`src/sv/sha_pkg.sv`:
```
package sha_pkg;

	// Request carried on the input channel
	typedef struct packed {
		logic [7:0] data_byte;
		logic       byte_present;
		logic       end_of_message;
	} sha_in_t;

	// Request carried on the output channel
	typedef struct packed {
		logic [31:0] digest_word;
		logic        last_word;
	} sha_out_t;

	// Queue entry kinds between front and back
	typedef enum logic {
		Q_WORD   = 1'b0,
		Q_FINISH = 1'b1
	} qkind_t;

	// A full big-endian word, or the message tail (0..4 bytes, right-aligned)
	typedef struct packed {
		qkind_t      kind;
		logic [2:0]  nbytes;
		logic [31:0] data;
	} qentry_t;

	localparam int QAddrW = 2;
	localparam int QDepth = 1 << QAddrW;

	localparam logic [7:0]  PadMark  = 8'h80;
	localparam logic [31:0] PadWord  = {PadMark, 24'h000000};
	localparam logic [2:0]  FullWord = 3'd4;

	localparam logic [31:0] InitHash [8] = '{
		32'h6a09e667, 32'hbb67ae85, 32'h3c6ef372, 32'ha54ff53a,
		32'h510e527f, 32'h9b05688c, 32'h1f83d9ab, 32'h5be0cd19
	};

	localparam logic [31:0] RoundK [64] = '{
		32'h428a2f98, 32'h71374491, 32'hb5c0fbcf, 32'he9b5dba5,
		32'h3956c25b, 32'h59f111f1, 32'h923f82a4, 32'hab1c5ed5,
		32'hd807aa98, 32'h12835b01, 32'h243185be, 32'h550c7dc3,
		32'h72be5d74, 32'h80deb1fe, 32'h9bdc06a7, 32'hc19bf174,
		32'he49b69c1, 32'hefbe4786, 32'h0fc19dc6, 32'h240ca1cc,
		32'h2de92c6f, 32'h4a7484aa, 32'h5cb0a9dc, 32'h76f988da,
		32'h983e5152, 32'ha831c66d, 32'hb00327c8, 32'hbf597fc7,
		32'hc6e00bf3, 32'hd5a79147, 32'h06ca6351, 32'h14292967,
		32'h27b70a85, 32'h2e1b2138, 32'h4d2c6dfc, 32'h53380d13,
		32'h650a7354, 32'h766a0abb, 32'h81c2c92e, 32'h92722c85,
		32'ha2bfe8a1, 32'ha81a664b, 32'hc24b8b70, 32'hc76c51a3,
		32'hd192e819, 32'hd6990624, 32'hf40e3585, 32'h106aa070,
		32'h19a4c116, 32'h1e376c08, 32'h2748774c, 32'h34b0bcb5,
		32'h391c0cb3, 32'h4ed8aa4a, 32'h5b9cca4f, 32'h682e6ff3,
		32'h748f82ee, 32'h78a5636f, 32'h84c87814, 32'h8cc70208,
		32'h90befffa, 32'ha4506ceb, 32'hbef9a3f7, 32'hc67178f2
	};

	function automatic logic [31:0] rotr(input logic [31:0] x, input int unsigned n);
		rotr = (x >> n) | (x << (32 - n));
	endfunction

	function automatic logic [31:0] big_s0(input logic [31:0] x);
		big_s0 = rotr(x, 2) ^ rotr(x, 13) ^ rotr(x, 22);
	endfunction

	function automatic logic [31:0] big_s1(input logic [31:0] x);
		big_s1 = rotr(x, 6) ^ rotr(x, 11) ^ rotr(x, 25);
	endfunction

	function automatic logic [31:0] small_s0(input logic [31:0] x);
		small_s0 = rotr(x, 7) ^ rotr(x, 18) ^ (x >> 3);
	endfunction

	function automatic logic [31:0] small_s1(input logic [31:0] x);
		small_s1 = rotr(x, 17) ^ rotr(x, 19) ^ (x >> 10);
	endfunction

endpackage

```
`src/sv/sha_front.sv`:
```
module sha_front (
	input  logic             clk,
	input  logic             arst_n,
	input  logic             in_valid,
	output logic             in_ready,
	input  sha_pkg::sha_in_t in_data,
	output logic             push_valid,
	input  logic             push_ready,
	output sha_pkg::qentry_t push_entry
);
	import sha_pkg::*;

	logic [23:0] part_q;   // pending bytes, newest in the low byte
	logic [1:0]  idx_q;    // number of pending bytes
	logic [31:0] merged;
	logic        accept;

	assign in_ready = push_ready;
	assign accept   = in_valid && in_ready;
	assign merged   = {part_q, in_data.data_byte};

	// Classify: full word, message tail, or nothing
	always_comb begin
		push_valid        = 1'b0;
		push_entry.kind   = Q_WORD;
		push_entry.nbytes = FullWord;
		push_entry.data   = merged;
		if (in_data.end_of_message) begin
			push_valid      = in_valid;
			push_entry.kind = Q_FINISH;
			if (in_data.byte_present) begin
				push_entry.nbytes = {1'b0, idx_q} + 3'd1;
			end else begin
				push_entry.nbytes = {1'b0, idx_q};
				push_entry.data   = {8'h00, part_q};
			end
		end else if (in_data.byte_present && idx_q == 2'd3) begin
			push_valid = in_valid;
		end
	end

	// Byte packing
	always_ff @(posedge clk or negedge arst_n) begin
		if (!arst_n) begin
			idx_q <= 2'd0;
		end else if (accept) begin
			if (in_data.end_of_message) begin
				idx_q <= 2'd0;
			end else if (in_data.byte_present) begin
				idx_q <= idx_q + 2'd1;
			end
		end
	end

	always_ff @(posedge clk) begin
		if (accept && in_data.byte_present) begin
			part_q <= merged[23:0];
		end
	end

endmodule

```
`src/sv/sha_fifo.sv`:
```
module sha_fifo (
	input  logic             clk,
	input  logic             arst_n,
	input  logic             push_valid,
	output logic             push_ready,
	input  sha_pkg::qentry_t push_entry,
	output logic             pop_valid,
	input  logic             pop_ready,
	output sha_pkg::qentry_t pop_entry
);
	import sha_pkg::*;

	qentry_t            mem_q [QDepth];
	logic [QAddrW-1:0]  wptr_q;
	logic [QAddrW-1:0]  rptr_q;
	logic [QAddrW:0]    count_q;
	logic               do_push;
	logic               do_pop;

	assign push_ready = count_q != (QAddrW + 1)'(QDepth);
	assign pop_valid  = count_q != '0;
	assign pop_entry  = mem_q[rptr_q];
	assign do_push    = push_valid && push_ready;
	assign do_pop     = pop_valid && pop_ready;

	// Pointers and occupancy
	always_ff @(posedge clk or negedge arst_n) begin
		if (!arst_n) begin
			wptr_q  <= '0;
			rptr_q  <= '0;
			count_q <= '0;
		end else begin
			if (do_push) wptr_q <= wptr_q + 1'b1;
			if (do_pop)  rptr_q <= rptr_q + 1'b1;
			if (do_push && !do_pop) begin
				count_q <= count_q + 1'b1;
			end else if (do_pop && !do_push) begin
				count_q <= count_q - 1'b1;
			end
		end
	end

	always_ff @(posedge clk) begin
		if (do_push) begin
			mem_q[wptr_q] <= push_entry;
		end
	end

endmodule

```
`src/sv/sha_core.sv`:
```
module sha_core (
	input  logic              clk,
	input  logic              arst_n,
	input  logic              q_valid,
	output logic              q_ready,
	input  sha_pkg::qentry_t  q_entry,
	output logic              out_valid,
	input  logic              out_ready,
	output sha_pkg::sha_out_t out_data
);
	import sha_pkg::*;

	typedef enum logic [4:0] {
		ST_LOAD  = 5'b00001,
		ST_PAD   = 5'b00010,
		ST_ROUND = 5'b00100,
		ST_SUM   = 5'b01000,
		ST_OUT   = 5'b10000
	} state_t;

	state_t       state_q;
	logic [31:0]  win_q   [16];  // schedule window, oldest word at index 0
	logic [31:0]  chain_q [8];
	logic [31:0]  wv_q    [8];   // working variables a..h
	logic [3:0]   cnt_q;         // words in the current block
	logic [5:0]   rnd_q;
	logic [2:0]   oidx_q;
	logic [60:0]  bcount_q;
	logic         fin_q;         // message end seen, padding in progress
	logic         mark_q;        // pad mark still to place
	logic         lenhi_q;       // length words placed in this block

	logic         pop;
	logic         push_en;
	logic [31:0]  push_word;
	logic [31:0]  w_next;
	logic [31:0]  t1;
	logic [31:0]  t2;
	logic [31:0]  ch;
	logic [31:0]  mj;
	logic [31:0]  len_hi;
	logic [31:0]  len_lo;

	assign q_ready = state_q == ST_LOAD;
	assign pop     = q_valid && q_ready;
	assign len_hi  = bcount_q[60:29];
	assign len_lo  = {bcount_q[28:0], 3'b000};

	// Word entering the window: message data, tail with mark, pad or length
	always_comb begin
		push_en   = 1'b0;
		push_word = '0;
		if (pop) begin
			push_en = 1'b1;
			if (q_entry.kind == Q_WORD) begin
				push_word = q_entry.data;
			end else begin
				unique case (q_entry.nbytes)
					3'd0:    push_word = PadWord;
					3'd1:    push_word = {q_entry.data[7:0], PadMark, 16'h0000};
					3'd2:    push_word = {q_entry.data[15:0], PadMark, 8'h00};
					3'd3:    push_word = {q_entry.data[23:0], PadMark};
					default: push_word = q_entry.data;
				endcase
			end
		end else if (state_q == ST_PAD) begin
			push_en = 1'b1;
			if (mark_q) begin
				push_word = PadWord;
			end else if (cnt_q == 4'd14) begin
				push_word = len_hi;
			end else if (cnt_q == 4'd15 && lenhi_q) begin
				push_word = len_lo;
			end
		end
	end

	// Round logic
	always_comb begin
		w_next = small_s1(win_q[14]) + win_q[9] + small_s0(win_q[1]) + win_q[0];
		ch     = (wv_q[4] & wv_q[5]) ^ (~wv_q[4] & wv_q[6]);
		mj     = (wv_q[0] & wv_q[1]) ^ (wv_q[0] & wv_q[2]) ^ (wv_q[1] & wv_q[2]);
		t1     = wv_q[7] + big_s1(wv_q[4]) + ch + RoundK[rnd_q] + win_q[0];
		t2     = big_s0(wv_q[0]) + mj;
	end

	// Sequencer and chaining value
	always_ff @(posedge clk or negedge arst_n) begin
		if (!arst_n) begin
			state_q  <= ST_LOAD;
			cnt_q    <= '0;
			rnd_q    <= '0;
			oidx_q   <= '0;
			bcount_q <= '0;
			fin_q    <= 1'b0;
			mark_q   <= 1'b0;
			lenhi_q  <= 1'b0;
			for (int i = 0; i < 8; i++) chain_q[i] <= InitHash[i];
		end else begin
			unique case (state_q)
				ST_LOAD: begin
					if (pop) begin
						cnt_q <= cnt_q + 4'd1;
						if (q_entry.kind == Q_WORD) begin
							bcount_q <= bcount_q + 61'd4;
						end else begin
							bcount_q <= bcount_q + 61'(q_entry.nbytes);
							fin_q    <= 1'b1;
							mark_q   <= q_entry.nbytes == FullWord;
						end
						if (cnt_q == 4'd15) begin
							state_q <= ST_ROUND;
							rnd_q   <= '0;
						end else if (q_entry.kind == Q_FINISH) begin
							state_q <= ST_PAD;
						end
					end
				end
				ST_PAD: begin
					cnt_q  <= cnt_q + 4'd1;
					mark_q <= 1'b0;
					if (!mark_q && cnt_q == 4'd14) lenhi_q <= 1'b1;
					if (cnt_q == 4'd15) begin
						state_q <= ST_ROUND;
						rnd_q   <= '0;
					end
				end
				ST_ROUND: begin
					rnd_q <= rnd_q + 6'd1;
					if (rnd_q == 6'd63) state_q <= ST_SUM;
				end
				ST_SUM: begin
					for (int i = 0; i < 8; i++) chain_q[i] <= chain_q[i] + wv_q[i];
					if (fin_q && lenhi_q) begin
						state_q <= ST_OUT;
						oidx_q  <= '0;
					end else if (fin_q) begin
						state_q <= ST_PAD;
					end else begin
						state_q <= ST_LOAD;
					end
				end
				ST_OUT: begin
					if (out_ready) begin
						oidx_q <= oidx_q + 3'd1;
						if (oidx_q == 3'd7) begin
							for (int i = 0; i < 8; i++) chain_q[i] <= InitHash[i];
							bcount_q <= '0;
							fin_q    <= 1'b0;
							mark_q   <= 1'b0;
							lenhi_q  <= 1'b0;
							state_q  <= ST_LOAD;
						end
					end
				end
				default: state_q <= ST_LOAD;
			endcase
		end
	end

	// Window and working variables
	always_ff @(posedge clk) begin
		if (push_en) begin
			for (int i = 0; i < 15; i++) win_q[i] <= win_q[i + 1];
			win_q[15] <= push_word;
			if (cnt_q == 4'd15) begin
				for (int i = 0; i < 8; i++) wv_q[i] <= chain_q[i];
			end
		end else if (state_q == ST_ROUND) begin
			for (int i = 0; i < 15; i++) win_q[i] <= win_q[i + 1];
			win_q[15] <= w_next;
			wv_q[7] <= wv_q[6];
			wv_q[6] <= wv_q[5];
			wv_q[5] <= wv_q[4];
			wv_q[4] <= wv_q[3] + t1;
			wv_q[3] <= wv_q[2];
			wv_q[2] <= wv_q[1];
			wv_q[1] <= wv_q[0];
			wv_q[0] <= t1 + t2;
		end
	end

	assign out_valid            = state_q == ST_OUT;
	assign out_data.digest_word = chain_q[oidx_q];
	assign out_data.last_word   = oidx_q == 3'd7;

endmodule

```
`src/sv/sha256_stream_hasher.sv`:
```
// Channel  Signals                          Request
// in       in_valid / in_ready / in_data    one byte, present flag, end flag
// out      out_valid / out_ready / out_data one digest word, last-word flag
//
// The front packs bytes into words, one byte per cycle, into a four-entry queue.
// The back takes one word per cycle while the queue holds entries, then runs 64
// rounds and a chaining-value update per 64-byte block. Message end adds padding
// words, plus one extra block when the length does not fit, then eight digest
// words. Reset clears control state and loads the initial hash; window,
// working variables and queue storage are unreset. The front stalls only when
// the queue is full.
module sha256_stream_hasher (
	input  logic              clk,
	input  logic              arst_n,
	input  logic              in_valid,
	output logic              in_ready,
	input  sha_pkg::sha_in_t  in_data,
	output logic              out_valid,
	input  logic              out_ready,
	output sha_pkg::sha_out_t out_data
);
	import sha_pkg::*;

	logic    push_valid;
	logic    push_ready;
	qentry_t push_entry;
	logic    q_valid;
	logic    q_ready;
	qentry_t q_entry;

	sha_front u_front (
		.clk        (clk),
		.arst_n     (arst_n),
		.in_valid   (in_valid),
		.in_ready   (in_ready),
		.in_data    (in_data),
		.push_valid (push_valid),
		.push_ready (push_ready),
		.push_entry (push_entry)
	);

	sha_fifo u_fifo (
		.clk        (clk),
		.arst_n     (arst_n),
		.push_valid (push_valid),
		.push_ready (push_ready),
		.push_entry (push_entry),
		.pop_valid  (q_valid),
		.pop_ready  (q_ready),
		.pop_entry  (q_entry)
	);

	sha_core u_core (
		.clk       (clk),
		.arst_n    (arst_n),
		.q_valid   (q_valid),
		.q_ready   (q_ready),
		.q_entry   (q_entry),
		.out_valid (out_valid),
		.out_ready (out_ready),
		.out_data  (out_data)
	);

endmodule
```
`config.mk`:
```
export PLATFORM = sky130hd
export DESIGN_NAME = sha256_stream_hasher
export DESIGN_NICKNAME = d
export VERILOG_FILES = /design/src/sv/sha_pkg.sv /design/src/sv/sha_front.sv /design/src/sv/sha_fifo.sv /design/src/sv/sha_core.sv /design/src/sv/sha256_stream_hasher.sv
export SDC_FILE = /design/constraint.sdc
export NUM_CORES = 2
export LEC_CHECK = 0
export ABC_AREA = 1
export BUFFER_PORTS_ARGS = -buffer_cell sky130_fd_sc_hd__buf_2
export CAP_MARGIN = 20
export CELL_PAD_IN_SITES_DETAIL_PLACEMENT = 1
export CELL_PAD_IN_SITES_GLOBAL_PLACEMENT = 1
export CORE_ASPECT_RATIO = 0.5
export CORE_MARGIN = 1.5
export CORE_UTILIZATION = 50
export DETAILED_ROUTE_END_ITERATION = 10
export PLACE_DENSITY_LB_ADDON = 0.2
export SYNTH_ARGS = -nofsm -noshare
export SYNTH_HDL_FRONTEND = slang
export SYNTH_SLANG_ARGS = --single-unit
```
`constraint.sdc`:
```
create_clock -name clk -period 18.4 [get_ports clk]
set_input_delay 0.92 -clock clk [delete_from_list [all_inputs] [get_ports clk]]
set_output_delay 0.92 -clock clk [all_outputs]
set_load 0.02 [all_outputs]
```
; ---- After elaboration in Yosys (flattened, before gate mapping)
; Memory sizes are Yosys's and may differ from the RTL's.
; Index checks and enable logic that the tools add are counted.
[op_classes]
n_bitwise = 53
n_mux = 93
div = 0
addsub = 29
reduce_logical = 33
n_eq_ne = 24
order_cmp = 2
multipliers = 0
shift = 0
[ops]
columns = operator, count
row1 = two-way mux 32 bit, 35
row2 = adder 32 bit, 18
row3 = two-way mux 256 bit, 2
row4 = one-hot mux 256 bit (2 select lines), 1
row5 = bitwise XOR 32 bit, 9
row6 = two-way mux 61 bit, 4
row7 = AND 32 bit, 5
row8 = one-hot mux 32 bit (4 select lines), 1
row9 = one-hot mux 61 bit (2 select lines), 1
row10 = binary-select mux 32 bit (select 3 bit), 1
row11 = adder 61 x 3 -> 61 bit, 1
row12 = "adder 61 x 3 -> 61 bit, second input constant", 1
row13 = two-way mux 5 bit, 8
row14 = two-way mux 36 bit, 1
row15 = inverter 32 bit, 1
row16 = OR 10 x 32 -> 32 bit, 1
row17 = OR 13 x 32 -> 32 bit, 1
row18 = OR 14 x 32 -> 32 bit, 1
row19 = OR 15 x 32 -> 32 bit, 1
row20 = OR 19 x 32 -> 32 bit, 1
row21 = OR 21 x 32 -> 32 bit, 1
row22 = OR 25 x 32 -> 32 bit, 1
row23 = OR 26 x 32 -> 32 bit, 1
row24 = OR 30 x 32 -> 32 bit, 1
row25 = 49 further kinds, 136
[totals]
in_bits = 14
mem_bits_ro = 2048
mem_count = 4
latchBits = 0
ram_bits = 912
reg_bits = 371
wordCells = 259
[mem_list]
columns = name, depth, width, rd, rd_clocked_by_memory_dff, wr, line_no
row1 = (name not given), 64, 32, 1, 0, 0, sha_core.sv:83  ; t1 = wv_q[7] + big_s1(wv_q[4]) + ch + RoundK[rnd_q] + win_q[0];
row2 = u_core.win_q, 16, 32, 16, 0, 16, sha_core.sv:22  ; logic [31:0] win_q [16];
row3 = u_core.wv_q, 8, 32, 8, 0, 8, sha_core.sv:24  ; logic [31:0] wv_q [8];
row4 = u_fifo.mem_q, 4, 36, 1, 0, 1, sha_fifo.sv:13  ; qentry_t mem_q [QDepth];

; ---- Longest topological paths before layout
; An unclocked memory read counts as a cell.
[depth]
ltp_word = 10
depth_mapped = 48
depth_no_buf = 48

; ---- Cells and area by module
; A second synthesis with hierarchy kept.
[unflattened]
hier_cells = 9640
hier_area_um2 = 83640.2
[by_module_without_submodules]
columns = mod, n_inst, area_per_inst_um2, cells_each, seq_area_each_um2
row1 = sha_core, 1, 76068.0, 9030, 31691.6
row2 = sha_fifo, 1, 6232.2, 479, 4499.3
row3 = sha_front, 1, 1340.0, 131, 770.7

; ---- Worst setup path before layout
; OpenSTA, ideal clock, no wires.
[synth_path]
path_type = flip-flop to flip-flop
from = register u_core.state_q[0]
to = memory u_core.win_q[0][0], enable pin
path_stages_with_launch = 6
setup_time_ns = 3.633
synth_period_minus_slack_ns = 13.412
n_path_buf = 2
arrival_ns = 9.779
path_slack_ns = 4.988
t_required_ns = 14.767
cell_sequence = dfstp_2 nor2_4 nand4_1 clkbuf_1 clkbuf_1 nand2_1
[synth_rtl]
columns = element, line_no
row1 = start: declaration, sha_core.sv:21  ; state_t state_q;
row2 = start signal: assignment, sha_core.sv:90  ; state_q <= ST_LOAD;
row3 = start signal: assignment, sha_core.sv:112  ; state_q <= ST_ROUND;
row4 = start signal: assignment, sha_core.sv:115  ; state_q <= ST_PAD;
row5 = end: declaration, sha_core.sv:22

==> reports/metrics.cfg <==
[cells_and_area]
area_used_by_multi_input_combinational_logic_um2 = 39330
ff_latch_area_um2 = 36970
synth_to_layout_area_growth_pct = 8.359
layout.core_utilization_pct = 54.48
drive_gt1_share_pct = 5.975
fillers = 18975
nNetsFinal = 10021

[drt]
drt-total-wl_um = 378700
detailedRoute.firstPassIterationCount = 8
residual_drc_count = 0
initialDrtViolationCount = 10225
via_count = 75617
routed_via_density = 6.459
detail_route.wl_per_cell_um = 32.34
drt.antenna.violating_nets = 0

[synth]
synth-seq-cells = 1283
yosys_warnings = 0
synthDominantCellAreaShare_pct = 34.12
synth.distinct_cells = 75
synthesized_net_count = 10059
synthArstFlopShare_pct = 27.05
number_of_instances_in_the_synthesized_netlist = 9441
synth_enable_flop_cells = 936
mean_area_per_synthesized_cell_um2 = 8.725
post_synthesis_cell_area_um2 = 82370
yosys.area.top_type = edfxtp_1
synth_area_leaders = edfxtp_1, nand2_1, dfrtp_1, ha_1, o21ai_0
synth-main-ff-cell = edfxtp_1
synth_sequential_area_ratio_pct = 44.87

[die]
die_h_um = 290
design.core.area_um2 = 163800
design.die.area_um2 = 167300
floorplan.io_pins = 49
num_rows = 105
start_util_pct = 50.28
floorplan.die.width_um = 577.0

[min_path]
min-delay-path-class = input port to asynchronous set/reset pin

[place]
dpl.hpwl_um = 281900
place.gp.congestion = 1.040
portBuffers = 48

[worst_setup_path]
slowest_stage = o21ai_0
timing.critical_path.required_ps = 18860
regToRegStartpoint = u_core.rnd_q[2]
end_kind = flip-flop
timing_worst_setup_path_type = flip-flop to flip-flop
reg2reg_depth = 31
r2r_setup_slack_ps = 8790
timing.critical_path.from_type = flip-flop
timing.critical_path.slowest_cell_delay_ps = 590
worstPathMaxFanout = 42
crit_arrival_ps = 10070
reg2reg_to = u_core.wv_q[0][23]

[sta]
setup_viol_count_final = 0
slew_violations = 0
unrepaired_setup_endpoints_after_global_routing = no
timing.setup.tns_ps = 0
max_slew_margin_pct = 17.57
report.final.hold_viol_count = 0
tightest_slew_ps = 1236
finClkSkew_ps = 96.91
clock.fmax_mhz = 104.0
fin_crit_ps = 9613
timing.final.crit_share_pct = 52.24

[run_status]
run_status = finished clean

[clocking]
cts_tree = done
cts_post_setup_buffers_inserted = 0
cts_made_buffers = 116
clock_tree_buf_depth = 3
clock_latency_ps = 830
post_cts.resized_instances = 0
clock_sinks = 1283
cts-hold-fix-buffers = 0
root_buffer = clkbuf_16
clkTransAtPathRegs_ps = 70
htreeDepth = 3

[grt]
globalRoute.totalOverflow = 0
grtUsageTotal_pct = 44.51
grt_pass1_vias = 73964
antenna_violations_before_repair = 35
grt_start_max_net_pins = 189
global_route_wire_length_before_repair_um = 536200

[job]
timing.max_cap.violations = 0

[cell families after synthesis]
kind of cell               share of synthesized area (%)
and+or+nand+nor                                    15.80
DFF                                                44.87
buffers and inverters                              7.435
xor gates and xnor gates                           4.593
adders and majority gates                          11.13
AOI/OAI and AO/OA                                  16.15
muxes                                            0.02734
[synthesized netlist by cell type, drive strengths merged, types with 59 or more instances]
cell type and number:
xor2 241, xnor2 191, dfrtp 210, nand3 327, a21oi 723, o22ai 139
a21o 65, edfxtp 936, nor3 129, o21bai 59, fa 197, o21ai 999
nand2 1812, clkbuf 225, inv 1301, a31oi 88, ha 407, nor2 704
dfstp 137, buf 80, nand4 77
[per-stage QoR]
stage | cell area, um^2 | hold WS, ps | std cells | worst slack (ps)
after floorplan | 82370 | 400.3 | 9441 | 4988
after global placement | 84940 | 400.1 | 11470 | 9123
after detailed placement | 84940 | 405.9 | 11470 | 9140
after CTS | 89150 | 217.6 | 11691 | 9110
after global routing | 89230 | 213.6 | 11699 | 8492
final | 89260 | 196.4 | 11708 | 8787
[per-layer routing]
metal,vias to the layer above,GRT usage [%],part of all wire (%)
met5,-,0.1702,0.057
met4,30,17.75,4.7
met3,978,17.08,14
met2,4752,61.41,40
met1,37880,62.46,41
li1,31977,-,-
[layout make-up]
| cell class | count | share of cell area, % |
|---|---|---|
| multi-input combinational | 6549 | 44.07 |
| sequential | 1283 | 41.42 |
| inverter | 1304 | 5.502 |
| clock buffer | 136 | 3.427 |
| tap | 2193 | 3.074 |
| clock inverter | 85 | 1.284 |
| timing repair buffer | 149 | 1.203 |
| antenna | 9 | 0.02523 |
[layout by cell type (no fill, tap or decap), types with 24 or more instances in the layout]
master,synthesis,final
fa_1,197,197
o21ai_0,992,992
a21boi_0,38,38
o211ai_1,34,34
or2_2,24,24
o22ai_1,139,139
a31oi_1,88,88
a21o_1,65,65
nor4_1,36,36
nand3_1,323,323
buf_4,3,92
xor2_1,241,241
clkbuf_16,0,117
inv_1,1292,1289
ha_1,407,407
a21oi_1,720,720
dfrtp_1,210,207
o31ai_1,26,26
o221ai_1,39,39
nor3_1,126,126
clkinv_2,0,27
xnor2_1,191,191
nand4_1,76,76
o21a_1,30,30
buf_2,51,47
edfxtp_1,936,936
dfstp_2,137,137
nand2_1,1810,1808
nor2_1,689,684
o21bai_1,59,59
[worst max path at each step]
stage	startpoint	to	slack, ps	cells after the start
floorplan	u_core.state_q[0]	u_core.win_q[0][0]	4990	5
global placement	u_core.rnd_q[2]	u_core.wv_q[0][24]	9120	32
detailed placement	u_core.rnd_q[2]	u_core.wv_q[0][24]	9140	32
CTS	u_core.rnd_q[2]	u_core.wv_q[0][24]	9110	32
global route	u_core.rnd_q[2]	u_core.wv_q[0][30]	8490	33
finish	u_core.rnd_q[2]	u_core.wv_q[0][23]	8790	31
[sequential cells by signal, indices dropped and copies added (netlist names), 3 cells and up]
name / cells
u_core.win_q: 512
u_core.state_q: 5
u_fifo.count_q: 3
u_core.bcount_q: 61
u_core.wv_q: 256
u_core.oidx_q: 3
u_fifo.mem_q: 144
u_core.rnd_q: 6
u_core.cnt_q: 4
u_core.chain_q: 256
u_front.part_q: 24
[critical path, delay by kind of cell (launching register included)]
kind,cells,cell delay [ps]
compound gates,10,2720
fa+ha+maj,6,2680
buf+inv,6,1400
simple gates,7,1380
xor+xnor,2,740
flops,1,320
Power is not shown: default switching activity piles up to over one toggle a cycle in this logic, so the estimate is an artifact.
